--- config.mk ---
export PLATFORM = sky130hd
export DESIGN_NAME = postfix_stack_calculator_unit
export DESIGN_NICKNAME = d
export VERILOG_FILES = /design/src/hw/rtl/psc_pkg.sv /design/src/hw/rtl/psc_front.sv /design/src/hw/rtl/psc_arith.sv /design/src/hw/rtl/psc_back.sv /design/src/hw/rtl/postfix_stack_calculator_unit.sv
export SDC_FILE = /design/constraint.sdc
export NUM_CORES = 1
export LEC_CHECK = 0
export BUFFER_PORTS_ARGS = -buffer_cell sky130_fd_sc_hd__buf_2
export CAP_MARGIN = 20
export CORE_MARGIN = 3
export CORE_UTILIZATION = 60
export DETAILED_ROUTE_END_ITERATION = 6
export GPL_TIMING_DRIVEN = 0
export PLACE_DENSITY_LB_ADDON = 0.2
export SKIP_CTS_REPAIR_TIMING = 1
export SYNTH_ARGS = -nofsm -noshare
export SYNTH_HDL_FRONTEND = slang
export SYNTH_SLANG_ARGS = --single-unit
export TNS_END_PERCENT = 100
--- constraint.sdc ---
create_clock -name aclk -period 5.6 [get_ports aclk]
set_input_delay 0 -clock aclk [delete_from_list [all_inputs] [get_ports aclk]]
set_output_delay 0 -clock aclk [all_outputs]
set_load 0.01 [all_outputs]
--- src/hw/rtl/psc_pkg.sv ---
`timescale 1ns / 1ps
// Shared types and constants of the postfix stack calculator.
// Used by psc_front, psc_arith, psc_back and the top level; depends on nothing.
package psc_pkg;

    localparam int DEF_STACK_DEPTH = 16;
    localparam int DEF_DATA_WIDTH  = 32;

    localparam int CMD_W       = 3;
    localparam int OPERAND_W   = 32;
    localparam int TOP_W       = 32;
    localparam int COUNT_W     = 5;
    localparam int STATUS_W    = 2;
    localparam int IN_TDATA_W  = 40;
    localparam int OUT_TDATA_W = 40;

    // Depth of the token queue between front and back.
    localparam int Q_DEPTH = 2;

    localparam logic [CMD_W-1:0] CMD_PUSH = 3'd0;
    localparam logic [CMD_W-1:0] CMD_ADD  = 3'd1;
    localparam logic [CMD_W-1:0] CMD_SUB  = 3'd2;
    localparam logic [CMD_W-1:0] CMD_MUL  = 3'd3;
    localparam logic [CMD_W-1:0] CMD_DIV  = 3'd4;

    localparam logic [STATUS_W-1:0] ST_OK    = 2'd0;
    localparam logic [STATUS_W-1:0] ST_UNDER = 2'd1;
    localparam logic [STATUS_W-1:0] ST_OVER  = 2'd2;
    localparam logic [STATUS_W-1:0] ST_DIVZ  = 2'd3;

    typedef enum logic [2:0] {
        OK_PUSH,
        OK_ADD,
        OK_SUB,
        OK_MUL,
        OK_DIV,
        OK_NOP
    } op_kind_t;

    typedef enum logic {
        AU_MUL,
        AU_DIV
    } au_op_t;

    typedef enum logic [1:0] {
        BK_READY,
        BK_WAIT,
        BK_FILL,
        BK_RESP
    } bk_state_t;

    // Head of the token queue as seen by the back end.
    typedef struct packed {
        logic     valid;
        op_kind_t kind;
    } q_head_t;

endpackage

--- src/hw/rtl/psc_front.sv ---
`timescale 1ns / 1ps
// Front end: accepts tokens, classifies the command and queues them for the back end.
// Depends on psc_pkg.
module psc_front #(
    parameter int DATA_WIDTH = psc_pkg::DEF_DATA_WIDTH
) (
    input  logic                           aclk,
    input  logic                           aresetn,
    input  logic                           s_tvalid,
    output logic                           s_tready,
    input  logic [psc_pkg::CMD_W-1:0]      cmd,
    input  logic [psc_pkg::OPERAND_W-1:0]  operand,
    input  logic                           q_pop,
    output psc_pkg::q_head_t               q_head,
    output logic [DATA_WIDTH-1:0]          q_value
);

    localparam int QAW = $clog2(psc_pkg::Q_DEPTH);
    localparam int QCW = $clog2(psc_pkg::Q_DEPTH + 1);

    psc_pkg::op_kind_t     kind_q   [psc_pkg::Q_DEPTH];
    logic [DATA_WIDTH-1:0] value_q  [psc_pkg::Q_DEPTH];
    logic [QAW-1:0]        wr_ptr_reg;
    logic [QAW-1:0]        rd_ptr_reg;
    logic [QCW-1:0]        count_reg;
    psc_pkg::op_kind_t     kind_in;
    logic [DATA_WIDTH-1:0] value_in;
    logic                  do_push;
    logic                  do_pop;

    always_comb begin
        unique case (cmd)
            psc_pkg::CMD_PUSH: kind_in = psc_pkg::OK_PUSH;
            psc_pkg::CMD_ADD:  kind_in = psc_pkg::OK_ADD;
            psc_pkg::CMD_SUB:  kind_in = psc_pkg::OK_SUB;
            psc_pkg::CMD_MUL:  kind_in = psc_pkg::OK_MUL;
            psc_pkg::CMD_DIV:  kind_in = psc_pkg::OK_DIV;
            default:           kind_in = psc_pkg::OK_NOP;
        endcase
    end

    // The operand arrives as 32-bit two's complement and is fitted to the stack width.
    assign value_in = DATA_WIDTH'(signed'(operand));

    assign s_tready = (count_reg != QCW'(psc_pkg::Q_DEPTH));
    assign do_push  = s_tvalid && s_tready;
    assign do_pop   = q_pop && (count_reg != '0);

    assign q_head.valid = (count_reg != '0);
    assign q_head.kind  = kind_q[rd_ptr_reg];
    assign q_value      = value_q[rd_ptr_reg];

    always_ff @(posedge aclk) begin
        if (!aresetn) begin
            wr_ptr_reg <= '0;
            rd_ptr_reg <= '0;
            count_reg  <= '0;
        end else begin
            if (do_push) begin
                wr_ptr_reg <= (wr_ptr_reg == QAW'(psc_pkg::Q_DEPTH - 1)) ? '0 : wr_ptr_reg + 1'b1;
            end
            if (do_pop) begin
                rd_ptr_reg <= (rd_ptr_reg == QAW'(psc_pkg::Q_DEPTH - 1)) ? '0 : rd_ptr_reg + 1'b1;
            end
            if (do_push && !do_pop) begin
                count_reg <= count_reg + 1'b1;
            end else if (!do_push && do_pop) begin
                count_reg <= count_reg - 1'b1;
            end
        end
    end

    always_ff @(posedge aclk) begin
        if (do_push) begin
            kind_q[wr_ptr_reg]  <= kind_in;
            value_q[wr_ptr_reg] <= value_in;
        end
    end

endmodule

--- src/hw/rtl/psc_arith.sv ---
`timescale 1ns / 1ps
// Iterative arithmetic unit: shift-and-add multiply and restoring signed divide,
// one bit per cycle. Depends on psc_pkg.
module psc_arith #(
    parameter int DATA_WIDTH = psc_pkg::DEF_DATA_WIDTH
) (
    input  logic                  aclk,
    input  logic                  aresetn,
    input  logic                  start,
    input  psc_pkg::au_op_t       op,
    input  logic [DATA_WIDTH-1:0] a,
    input  logic [DATA_WIDTH-1:0] b,
    output logic                  done,
    output logic [DATA_WIDTH-1:0] result
);

    localparam int CNTW = $clog2(DATA_WIDTH);

    logic                  busy_reg;
    logic                  done_reg;
    logic [CNTW-1:0]       cnt_reg;
    psc_pkg::au_op_t       op_reg;
    logic                  neg_reg;
    logic [DATA_WIDTH-1:0] a_reg;
    logic [DATA_WIDTH-1:0] b_reg;
    logic [DATA_WIDTH-1:0] rem_reg;
    logic [DATA_WIDTH:0]   rem_shift;
    logic [DATA_WIDTH:0]   trial;
    logic                  rem_ge;
    logic                  a_neg;
    logic                  b_neg;

    assign a_neg     = a[DATA_WIDTH-1];
    assign b_neg     = b[DATA_WIDTH-1];
    // For a divide, a_reg shifts the dividend out at the top and the quotient in at the bottom.
    assign rem_shift = {rem_reg, a_reg[DATA_WIDTH-1]};
    assign trial     = rem_shift - {1'b0, b_reg};
    assign rem_ge    = (rem_shift >= {1'b0, b_reg});

    assign done   = done_reg;
    assign result = (op_reg == psc_pkg::AU_DIV) ? (neg_reg ? ('0 - a_reg) : a_reg) : rem_reg;

    always_ff @(posedge aclk) begin
        if (!aresetn) begin
            busy_reg <= 1'b0;
            done_reg <= 1'b0;
            cnt_reg  <= '0;
        end else if (start) begin
            busy_reg <= 1'b1;
            done_reg <= 1'b0;
            cnt_reg  <= '0;
        end else if (busy_reg) begin
            cnt_reg <= cnt_reg + 1'b1;
            if (cnt_reg == CNTW'(DATA_WIDTH - 1)) begin
                busy_reg <= 1'b0;
                done_reg <= 1'b1;
            end
        end else begin
            done_reg <= 1'b0;
        end
    end

    always_ff @(posedge aclk) begin
        if (start) begin
            op_reg  <= op;
            rem_reg <= '0;
            neg_reg <= a_neg ^ b_neg;
            if (op == psc_pkg::AU_DIV) begin
                a_reg <= a_neg ? ('0 - a) : a;
                b_reg <= b_neg ? ('0 - b) : b;
            end else begin
                a_reg <= a;
                b_reg <= b;
            end
        end else if (busy_reg) begin
            if (op_reg == psc_pkg::AU_DIV) begin
                rem_reg <= rem_ge ? trial[DATA_WIDTH-1:0] : rem_shift[DATA_WIDTH-1:0];
                a_reg   <= {a_reg[DATA_WIDTH-2:0], rem_ge};
            end else begin
                rem_reg <= rem_reg + (b_reg[0] ? a_reg : '0);
                a_reg   <= a_reg << 1;
                b_reg   <= b_reg >> 1;
            end
        end
    end

endmodule

--- src/hw/rtl/psc_back.sv ---
`timescale 1ns / 1ps
// Back end: executes queued tokens on the operand stack and holds the result register.
// Depends on psc_pkg and psc_arith.
module psc_back #(
    parameter int STACK_DEPTH = psc_pkg::DEF_STACK_DEPTH,
    parameter int DATA_WIDTH  = psc_pkg::DEF_DATA_WIDTH
) (
    input  logic                          aclk,
    input  logic                          aresetn,
    input  psc_pkg::q_head_t              q_head,
    input  logic [DATA_WIDTH-1:0]         q_value,
    output logic                          q_pop,
    output logic                          m_tvalid,
    input  logic                          m_tready,
    output logic [psc_pkg::TOP_W-1:0]     top_value,
    output logic [psc_pkg::COUNT_W-1:0]   stack_count,
    output logic [psc_pkg::STATUS_W-1:0]  status
);

    localparam int CW = $clog2(STACK_DEPTH + 1);
    localparam int AW = $clog2(STACK_DEPTH);

    // The two top entries live in registers; the memory holds everything below them.
    logic [DATA_WIDTH-1:0]       mem [STACK_DEPTH];
    logic [DATA_WIDTH-1:0]       rd_data_reg;
    logic [AW-1:0]               rd_addr;
    logic [AW-1:0]               wr_addr;
    logic                        mem_we;

    psc_pkg::bk_state_t          state_reg;
    psc_pkg::bk_state_t          state_next;
    logic [CW-1:0]               sp_reg;
    logic [CW-1:0]               sp_next;
    logic [DATA_WIDTH-1:0]       tos_reg;
    logic [DATA_WIDTH-1:0]       tos_next;
    logic [DATA_WIDTH-1:0]       nos_reg;
    logic [DATA_WIDTH-1:0]       nos_next;
    logic [psc_pkg::STATUS_W-1:0] status_reg;
    logic [psc_pkg::STATUS_W-1:0] status_next;

    logic                        m_valid_reg;
    logic [psc_pkg::TOP_W-1:0]   out_top_reg;
    logic [psc_pkg::COUNT_W-1:0] out_count_reg;
    logic [psc_pkg::STATUS_W-1:0] out_status_reg;
    logic                        load_out;
    logic                        out_free;

    logic                        sp_ge2;
    logic                        sp_ge3;
    logic                        sp_full;

    logic                        au_start;
    psc_pkg::au_op_t             au_op;
    logic                        au_done;
    logic [DATA_WIDTH-1:0]       au_result;

    psc_arith #(
        .DATA_WIDTH(DATA_WIDTH)
    ) u_arith (
        .aclk    (aclk),
        .aresetn (aresetn),
        .start   (au_start),
        .op      (au_op),
        .a       (nos_reg),
        .b       (tos_reg),
        .done    (au_done),
        .result  (au_result)
    );

    assign sp_ge2   = (sp_reg >= CW'(2));
    assign sp_ge3   = (sp_reg >= CW'(3));
    assign sp_full  = (sp_reg >= CW'(STACK_DEPTH));
    assign out_free = !m_valid_reg || m_tready;
    assign rd_addr  = AW'(sp_reg - CW'(3));
    assign wr_addr  = AW'(sp_reg - CW'(2));

    // Next state.
    always_comb begin
        state_next = state_reg;
        unique case (state_reg)
            psc_pkg::BK_READY: begin
                if (q_head.valid) begin
                    state_next = psc_pkg::BK_RESP;
                    unique case (q_head.kind)
                        psc_pkg::OK_ADD, psc_pkg::OK_SUB: begin
                            if (sp_ge3) begin
                                state_next = psc_pkg::BK_FILL;
                            end
                        end
                        psc_pkg::OK_MUL: begin
                            if (sp_ge2) begin
                                state_next = psc_pkg::BK_WAIT;
                            end
                        end
                        psc_pkg::OK_DIV: begin
                            if (sp_ge2 && (tos_reg != '0)) begin
                                state_next = psc_pkg::BK_WAIT;
                            end
                        end
                        default: state_next = psc_pkg::BK_RESP;
                    endcase
                end
            end
            psc_pkg::BK_WAIT: begin
                if (au_done) begin
                    state_next = sp_ge3 ? psc_pkg::BK_FILL : psc_pkg::BK_RESP;
                end
            end
            psc_pkg::BK_FILL: state_next = psc_pkg::BK_RESP;
            psc_pkg::BK_RESP: begin
                if (out_free) begin
                    state_next = psc_pkg::BK_READY;
                end
            end
            default: state_next = psc_pkg::BK_READY;
        endcase
    end

    // Control strobes and datapath updates.
    always_comb begin
        q_pop       = 1'b0;
        au_start    = 1'b0;
        au_op       = psc_pkg::AU_MUL;
        mem_we      = 1'b0;
        load_out    = 1'b0;
        sp_next     = sp_reg;
        tos_next    = tos_reg;
        nos_next    = nos_reg;
        status_next = status_reg;
        unique case (state_reg)
            psc_pkg::BK_READY: begin
                if (q_head.valid) begin
                    q_pop       = 1'b1;
                    status_next = psc_pkg::ST_OK;
                    unique case (q_head.kind)
                        psc_pkg::OK_PUSH: begin
                            if (sp_full) begin
                                status_next = psc_pkg::ST_OVER;
                            end else begin
                                mem_we   = sp_ge2;
                                nos_next = tos_reg;
                                tos_next = q_value;
                                sp_next  = sp_reg + 1'b1;
                            end
                        end
                        psc_pkg::OK_ADD: begin
                            if (!sp_ge2) begin
                                status_next = psc_pkg::ST_UNDER;
                            end else begin
                                tos_next = nos_reg + tos_reg;
                                sp_next  = sp_reg - 1'b1;
                            end
                        end
                        psc_pkg::OK_SUB: begin
                            if (!sp_ge2) begin
                                status_next = psc_pkg::ST_UNDER;
                            end else begin
                                tos_next = nos_reg - tos_reg;
                                sp_next  = sp_reg - 1'b1;
                            end
                        end
                        psc_pkg::OK_MUL: begin
                            if (!sp_ge2) begin
                                status_next = psc_pkg::ST_UNDER;
                            end else begin
                                au_start = 1'b1;
                                au_op    = psc_pkg::AU_MUL;
                            end
                        end
                        psc_pkg::OK_DIV: begin
                            if (!sp_ge2) begin
                                status_next = psc_pkg::ST_UNDER;
                            end else if (tos_reg == '0) begin
                                status_next = psc_pkg::ST_DIVZ;
                            end else begin
                                au_start = 1'b1;
                                au_op    = psc_pkg::AU_DIV;
                            end
                        end
                        default: status_next = psc_pkg::ST_OK;
                    endcase
                end
            end
            psc_pkg::BK_WAIT: begin
                if (au_done) begin
                    tos_next = au_result;
                    sp_next  = sp_reg - 1'b1;
                end
            end
            psc_pkg::BK_FILL: nos_next = rd_data_reg;
            psc_pkg::BK_RESP: load_out = out_free;
            default: load_out = 1'b0;
        endcase
    end

    always_ff @(posedge aclk) begin
        if (!aresetn) begin
            state_reg   <= psc_pkg::BK_READY;
            sp_reg      <= '0;
            m_valid_reg <= 1'b0;
        end else begin
            state_reg <= state_next;
            sp_reg    <= sp_next;
            if (load_out) begin
                m_valid_reg <= 1'b1;
            end else if (m_tready) begin
                m_valid_reg <= 1'b0;
            end
        end
    end

    always_ff @(posedge aclk) begin
        tos_reg    <= tos_next;
        nos_reg    <= nos_next;
        status_reg <= status_next;
        if (load_out) begin
            out_top_reg    <= (sp_reg == '0) ? '0 : psc_pkg::TOP_W'(tos_reg);
            out_count_reg  <= psc_pkg::COUNT_W'(sp_reg);
            out_status_reg <= status_reg;
        end
    end

    // The top memory entry, third from the top of the stack, is read every cycle, ready for a refill after a pop.
    always_ff @(posedge aclk) begin
        if (mem_we) begin
            mem[wr_addr] <= nos_reg;
        end
        rd_data_reg <= mem[rd_addr];
    end

    assign m_tvalid    = m_valid_reg;
    assign top_value   = out_top_reg;
    assign stack_count = out_count_reg;
    assign status      = out_status_reg;

endmodule

--- src/hw/rtl/postfix_stack_calculator_unit.sv ---
`timescale 1ns / 1ps
// Postfix stack calculator: evaluates postfix tokens on an operand stack.
// Uses a request on the s_ channel, carrying one token: cmd in s_tdata[2:0], operand in
// s_tdata[34:3]. Each token gives exactly one result request on the m_ channel with
// top_value in m_tdata[31:0], stack_count in m_tdata[36:32] and status in m_tdata[38:37].
// Status is ok, underflow, overflow or divide by zero; the faulty cases leave the stack as is.
// The front end queues up to two tokens, so tokens are taken while the back end works
// or while a result waits on the m_ channel.
// Push, add, subtract and unknown commands pass through the back end's ready and response
// states, and an add or subtract also through its fill state when it has to refill the
// second entry from the stack memory. Multiply and divide run on a shared bit-serial unit,
// one bit per cycle; the back end waits for it in its wait state, refills when needed, then
// responds. The result is registered, so m_tvalid rises after the back end's response state.
// Reset empties the stack and the token queue and drops any pending result. While m_tready
// is low the result is held, the back end stops after its next token, and the queue fills
// until s_tready falls.
// Depends on psc_pkg, psc_front, psc_arith and psc_back.
module postfix_stack_calculator_unit #(
    parameter int STACK_DEPTH = psc_pkg::DEF_STACK_DEPTH,
    parameter int DATA_WIDTH  = psc_pkg::DEF_DATA_WIDTH
) (
    input  logic                              aclk,
    input  logic                              aresetn,
    input  logic                              s_tvalid,
    output logic                              s_tready,
    // cmd [2:0], operand [34:3], zero [39:35]
    input  logic [psc_pkg::IN_TDATA_W-1:0]    s_tdata,
    output logic                              m_tvalid,
    input  logic                              m_tready,
    // top_value [31:0], stack_count [36:32], status [38:37], zero [39]
    output logic [psc_pkg::OUT_TDATA_W-1:0]   m_tdata
);

    psc_pkg::q_head_t             q_head;
    logic [DATA_WIDTH-1:0]        q_value;
    logic                         q_pop;
    logic [psc_pkg::TOP_W-1:0]    out_top;
    logic [psc_pkg::COUNT_W-1:0]  out_count;
    logic [psc_pkg::STATUS_W-1:0] out_status;

    psc_front #(
        .DATA_WIDTH(DATA_WIDTH)
    ) u_front (
        .aclk     (aclk),
        .aresetn  (aresetn),
        .s_tvalid (s_tvalid),
        .s_tready (s_tready),
        .cmd      (s_tdata[2:0]),
        .operand  (s_tdata[34:3]),
        .q_pop    (q_pop),
        .q_head   (q_head),
        .q_value  (q_value)
    );

    psc_back #(
        .STACK_DEPTH(STACK_DEPTH),
        .DATA_WIDTH (DATA_WIDTH)
    ) u_back (
        .aclk        (aclk),
        .aresetn     (aresetn),
        .q_head      (q_head),
        .q_value     (q_value),
        .q_pop       (q_pop),
        .m_tvalid    (m_tvalid),
        .m_tready    (m_tready),
        .top_value   (out_top),
        .stack_count (out_count),
        .status      (out_status)
    );

    assign m_tdata = {1'b0, out_status, out_count, out_top};

    // An underflow can only be reported with fewer than two entries held.
    a_under_count: assert property (@(posedge aclk) disable iff (!aresetn)
        (m_tvalid && (out_status == psc_pkg::ST_UNDER)) |-> (out_count < 5'd2))
        else $error("underflow reported with two or more entries");

    // An overflow is only reported on a full stack.
    a_over_full: assert property (@(posedge aclk) disable iff (!aresetn)
        (m_tvalid && (out_status == psc_pkg::ST_OVER))
            |-> (out_count == psc_pkg::COUNT_W'(STACK_DEPTH)))
        else $error("overflow reported on a stack that is not full");

    // A divide by zero leaves the zero divisor on top.
    a_divz_top: assert property (@(posedge aclk) disable iff (!aresetn)
        (m_tvalid && (out_status == psc_pkg::ST_DIVZ)) |-> (out_top == '0))
        else $error("divide by zero reported with a non-zero top");

    // The input side only stalls when the queue holds work for the back end.
    a_stall_queued: assert property (@(posedge aclk) disable iff (!aresetn)
        !s_tready |-> q_head.valid)
        else $error("input stalled with an empty token queue");

endmodule
# Word-level counts from Yosys, hierarchy flattened
# Memories as Yosys holds them, arrays and structs flattened. A register that Yosys moved wholly into a read port is not among the register bits.
# Cells that the tools add are included.
[totals] reg_bits=222 memories=3 out_inout_bits=42 ram_bits=582
[op_classes] reduce_logical=31 order_cmp=4 muxes=79 add_sub_neg=16 n_eq_ne=25 bitwise=3
[memory_table] name="u_back.mem" depth=16 width=32 read_ports=1 rd_clocked_by_memory_dff=1 write_ports=1 line_no="psc_back.sv:24" rtl="logic [DATA_WIDTH-1:0] mem [STACK_DEPTH];"
[memory_table] name="u_front.value_q" depth=2 width=32 read_ports=1 rd_clocked_by_memory_dff=1 write_ports=1 line_no="psc_front.sv:22" rtl="logic [DATA_WIDTH-1:0] value_q [psc_pkg::Q_DEPTH];"
[memory_table] name="u_front.kind_q" depth=2 width=3 read_ports=1 rd_clocked_by_memory_dff=1 write_ports=1 line_no="psc_front.sv:21" rtl="psc_pkg::op_kind_t kind_q [psc_pkg::Q_DEPTH];"
[op_table] operator="32-bit two-way mux" count=22
[op_table] operator="32-bit one-hot mux with 2 select lines" count=2
[op_table] operator="32-bit one-hot mux with 3 select lines" count=1
[op_table] operator="1-bit by 32-bit subtractor with 32-bit output (first input constant)" count=3
[op_table] operator="32-bit adder" count=2
[op_table] operator="32-bit subtractor" count=2
[op_table] operator="33-bit by 32-bit greater-or-equal comparator with 1-bit output" count=1
[op_table] operator="1-bit two-way mux" count=33
[op_table] operator="32-bit logical NOT" count=1
[op_table] operator="32-bit nonzero test" count=1
[op_table] operator="2-bit two-way mux" count=10
[op_table] operator="5-bit two-way mux" count=4
[op_table] operator="5-bit one-hot mux with 2 select lines" count=2
[op_table] operator="3-bit one-hot mux with 5 select lines" count=1
[op_table] operator="3-bit by 2-bit == test with 1-bit output (second input constant)" count=4
[op_table] operator="2-bit one-hot mux with 3 select lines" count=2
[op_table] operator="2-bit nonzero test" count=6
[op_table] operator="5-bit by 1-bit adder with 5-bit output (second input constant)" count=2
[op_table] operator="5-bit by 2-bit greater-or-equal comparator with 1-bit output (second input constant)" count=2
[op_table] operator="2-bit != test (second input constant)" count=5
[op_table] operator="3-bit by 2-bit != test with 1-bit output (second input constant)" count=3
[op_table] operator="2-bit one-hot mux with 4 select lines" count=1
[op_table] operator="4-bit by 2-bit subtractor with 4-bit output (second input constant)" count=2
[op_table] operator="7-bit AND reduction" count=1
[op_table] operator="other kinds (28)" count=45

# Longest topological paths before layout
[logic_depth] word_depth=8 ltp_mapped=22

# Cells and area by module
# From an unflattened synthesis, not the netlist that was laid out.
[unflattened] hier_cells=3037 area_unflattened_um2=40694.0
[modules_own_cells] module="psc_back" seq_area_each_um2=19328.5 instances=1 area_per_inst_um2=27427.6 cells_per_inst=1529
[modules_own_cells] module="psc_arith" seq_area_each_um2=2762.6 instances=1 area_per_inst_um2=10478.8 cells_per_inst=1370
[modules_own_cells] module="psc_front" seq_area_each_um2=2202.1 instances=1 area_per_inst_um2=2776.4 cells_per_inst=136
[modules_own_cells] module="postfix_stack_calculator_unit" seq_area_each_um2=0.0 instances=1 area_per_inst_um2=11.3 cells_per_inst=2

# Least setup slack after synthesis
# No wires, ideal clock.
[synth_timing] path_kind="flip-flop to flip-flop" start="register u_back.tos_reg[9]" end="register u_back.tos_reg[31] (data pin)" t_required_ns=5.420 period_less_slack_ns=4.945 slack_ns=0.655 path_stages_with_launch=23 n_path_buf=3 arrival_ns=4.765 path_cell_list="edfxtp_1 buf_6 or4_4 nor2_4 nand4b_2 or3_4 or3_4 or4_1 buf_2 nor2_1 nor2_1 xnor2_1 ha_1 clkbuf_1 nand2_1 o21ai_0 a41oi_1 nor2_1 o21ai_0 o31ai_1 nor3_1 a31o_2 a221oi_1"
[synth_between] elab_chain_len=5 elab_cells_between_ends=7 classes_between="add/sub: 2; mux: 5"
[synth_rtl] element="from (decl)" line_no="psc_back.sv:34" rtl="logic [DATA_WIDTH-1:0] tos_reg;"
[synth_rtl] element="from (signal assigned)" line_no="psc_back.sv:213" rtl="tos_reg <= tos_next;"
[synth_rtl] element="32-bit subtractor / 32-bit adder (equally long branches)" line_no="psc_back.sv:158, psc_back.sv:150"
[synth_rtl] element="32-bit two-way mux (on tied branches)" line_no="psc_back.sv:155, psc_back.sv:147"
[synth_rtl] element="32-bit one-hot mux with 3 select lines (*)" line_no="psc_back.sv:135" rtl="unique case (q_head.kind)"
[synth_rtl] element="32-bit two-way mux (*)" line_no="psc_back.sv:132" rtl="if (q_head.valid) begin"
[synth_rtl] element="32-bit one-hot mux with 2 select lines (*)" line_no="psc_back.sv:130" rtl="unique case (state_reg)"
[synth_rtl] element="net u_back.tos_next[31]" line_no="psc_back.sv:35" rtl="logic [DATA_WIDTH-1:0] tos_next;"
# The timed path passes the listed nets; every way through them passes the cells marked *. The select of a mux whose other input is x is not followed.
# A chain may end at the register's enable or synchronous reset.

# Final worst setup path
# Ends and elaborated chain as after synthesis.

==> flow_summary.yaml <==
run_status:
  status: "complete, no violations"
floorplanning:
  num_rows: 94
  die_area_sq_um: 69900
  die_width_um: 264
  boundaryPins: 86
  core_area_sq_um: 66000
  die_y_um: 264
  initial_core_util_pct: 60.7
timing:
  period_share_pct: 98.1
  rsz0062_at_grt: "yes"
  hold_viol: 0
  hold_ws_ns: 0.0788
  maxSlewHeadroom_pct: 31.8
  fin_crit_ns: 5.49
  final.setup_skew_ns: 0.0381
  worst_pin_slew_ns: 0.998
  slew_viol_final: 0
  max_freq_ghz: 0.182
  finalSetupViolations: 0
detailed_routing:
  drc: 0
  met3_length_mm: 9.92
  maxUsedRoutingLayer: "met5"
  dr_wl_met2_mm: 60.7
  totalWireLength_mm: 121
  m1WireLength_mm: 43.9
  antenna_left: 0
  drt_iter0_drc: 2866
  routed_via_density: 6.60
  drtPass1Iterations: 5
  wl_per_cell_um: 29.7
  num_vias: 26862
finish:
  syn_to_final_growth_pct: 13.9
  regMostFlops: "u_back.mem"
  drive_above_1_share_pct: 16.3
  final_area_sq_um: 45600
  fillers: 4377
  top_regs: "u_back.mem x512, u_front.value_q x64"
  mostFrequentLayoutCell: "edfxtp_1"
  final_cell_mix: "edfxtp_1 (753), nand2_1 (217), o21ai_0 (178), mux4_2 (160), clkbuf_1 (140)"
  nets: 3294
  largest_reg_flops: 512
grt:
  grt_max_degree: 36
  grt_pass1_vias: 26903
  track_usage_pct: 34.4
  antenna_found_initial: 2
  grt_first_pass_wirelength_mm: 175
  gr-total-overflow: 0
placement:
  dp_hpwl_mm: 83.3
  placed_cell_area_sq_um: 42200
  io_buffers: 79
  place.gp.congestion: 0.991
logic_synthesis:
  synthArstFlopShare_pct: 0
  yosys.area.top_type: "edfxtp_1"
  yosysSeqAreaShare_pct: 60.7
  synth.top_cells.by_area: "edfxtp_1 (56%), mux4_2 (9.0%), dfxtp_1 (4.2%), ha_1 (3.6%), o21ai_0 (2.3%)"
  netlist_area_sq_um: 40000
  synth.top_cell.area_share_pct: 56.5
  synth_cell_type_count: 73
  synth_flop_cell: "edfxtp_1"
  synth-seq-cells: 837
  ys_warn_count: 0
  synth_edf_count: 753
  postSynthAreaPerCell_sq_um: 13.9
  synth_fp_nets: 3051
  netlist_instances: 2890
worst_setup_path:
  setup.worst_path.class: "reg -> reg"
  crit_arrival_ns: 5.95
  start_kind: "flop"
  cp_max_fo: 9
  critPathRequiredTime_ns: 6.05
  crit_path_end_kind: "flop"
clock_tree:
  tritoncts: "built"
  cts_num_sinks: 837
  cts_root_buffer: "clkbuf_16"
  path_clk_slew_ns: 0.06
  cts_buffers: 85
  htree_num_levels: 3
  cts_buffer_depth: 3
  clk_latency_ns: 0.66
hold_path:
  hp-class: "in -> reg"
power:
  power_density_nw_per_um2: 518
  p_leak_nw: 15.6
  max-vdd-ir-drop_mv: 0.353
flow_run:
  drv_cap: 0
## layer usage
| metal | track usage, % | vias up |
|---|---|---|
| met3 | 5.10 | 320 |
| met5 | 0 | - |
| li1 | - | 11691 |
| met1 | 43.3 | 13315 |
| met2 | 59.0 | 1534 |
| met4 | 16.6 | 2 |
## metrics by stage
step | setup slack [ns] | power, W | instances | util (%) | TNS, ns
3_5_place_dp | -0.785 | 0.0176 | 3856 | 63.9 | -17.29
3_3_place_gp | -0.778 | 0.0173 | 3833 | 62.9 | -36.81
5_1_grt | -0.0541 | 0.0246 | 4068 | 69.1 | -0.0736
4_1_cts | -0.759 | 0.0233 | 4014 | 68.0 | -16.32
6_report | 0.107 | 0.0236 | 4069 | 69.1 | 0
2_1_floorplan | 0.655 | 0.0146 | 2890 | - | 0
## synth_stat cells (7+ instances only)
cell,count
a211oi_1,20
a21o_1,38
a21oi_1,133
a221o_1,31
a221oi_1,7
a31oi_1,19
and2_1,46
and3_1,11
buf_1,22
buf_2,9
clkbuf_1,123
dfxtp_1,84
edfxtp_1,753
ha_1,114
inv_1,71
mux2_2,45
mux2i_1,51
mux4_2,160
nand2_1,217
nand2b_1,19
nand3_1,21
nand4_1,19
nor2_1,136
nor2b_1,48
nor3_1,50
nor3b_1,16
nor4_1,11
o211ai_1,38
o21a_1,21
o21ai_0,183
o21bai_1,7
o221ai_1,8
o22ai_1,11
o31ai_1,34
o41ai_1,19
or2_2,10
or3_1,20
or4_1,18
xnor2_1,97
xor2_1,87
## worst paths after layout
path / cells after the start / start / slack, ns / end
worst max-delay path: 19 / u_back.tos_reg[9] / 0.11 / u_back.tos_reg[31]
worst min-delay path: 2 / s_tdata[33] / 0.08 / u_front.value_q[0][30]
worst max register to register: 19 / u_back.tos_reg[9] / 0.11 / u_back.tos_reg[31]
worst min register to register: 0 / u_back.sp_reg[4] / 0.45 / u_back.stack_count[4]
## worst max-delay path: stages, from the launching register on
cell	delay (ns)
edfxtp_1	0.39
buf_6	0.16
or4_4	0.54
nor2_4	0.21
nand4b_4	0.18
or3_4	0.39
or3_4	0.37
or4_1	0.41
buf_2	0.18
or2_4	0.26
or3_4	0.35
nand2_1	0.09
xor2_1	0.17
ha_2	0.34
o211ai_1	0.24
nor2_1	0.08
a211oi_2	0.22
o31ai_2	0.13
a31o_2	0.28
a221oi_1	0.30
## area by class of cell
class	count	area [sq um]	area share, %
Tap cell	864	1080	2.37
Sequential cell	837	24300	53.3
Multi-Input combinational cell	1822	15100	33.1
Clock buffer	109	2260	4.95
Antenna cell	1	2.50	0.00549
Inverter	74	278	0.609
Clock inverter	49	473	1.04
Buffer	153	603	1.32
Timing Repair Buffer	160	1490	3.27
## power by group
part	total (W)	internal, W	switching (W)
sequential	0.00888	0.00798	0.000904
clock	0.00561	0.00312	0.00249
combinational	0.00913	0.00357	0.00556
## cell families after synthesis
logic type / after synthesis / share of synthesized area [%]
AO/OA/AOI/OAI: 606 / 9.68
XOR/XNOR: 184 / 4.03
adder cells (fa/ha/maj): 117 / 3.71
buffers and inverters: 231 / 2.23
flip-flops: 837 / 60.7
multiplexers: 256 / 11.5
other: 1 / 0.00937
AND/OR/NAND/NOR: 658 / 8.11
Note: power is estimated with default switching activity, not from simulation.
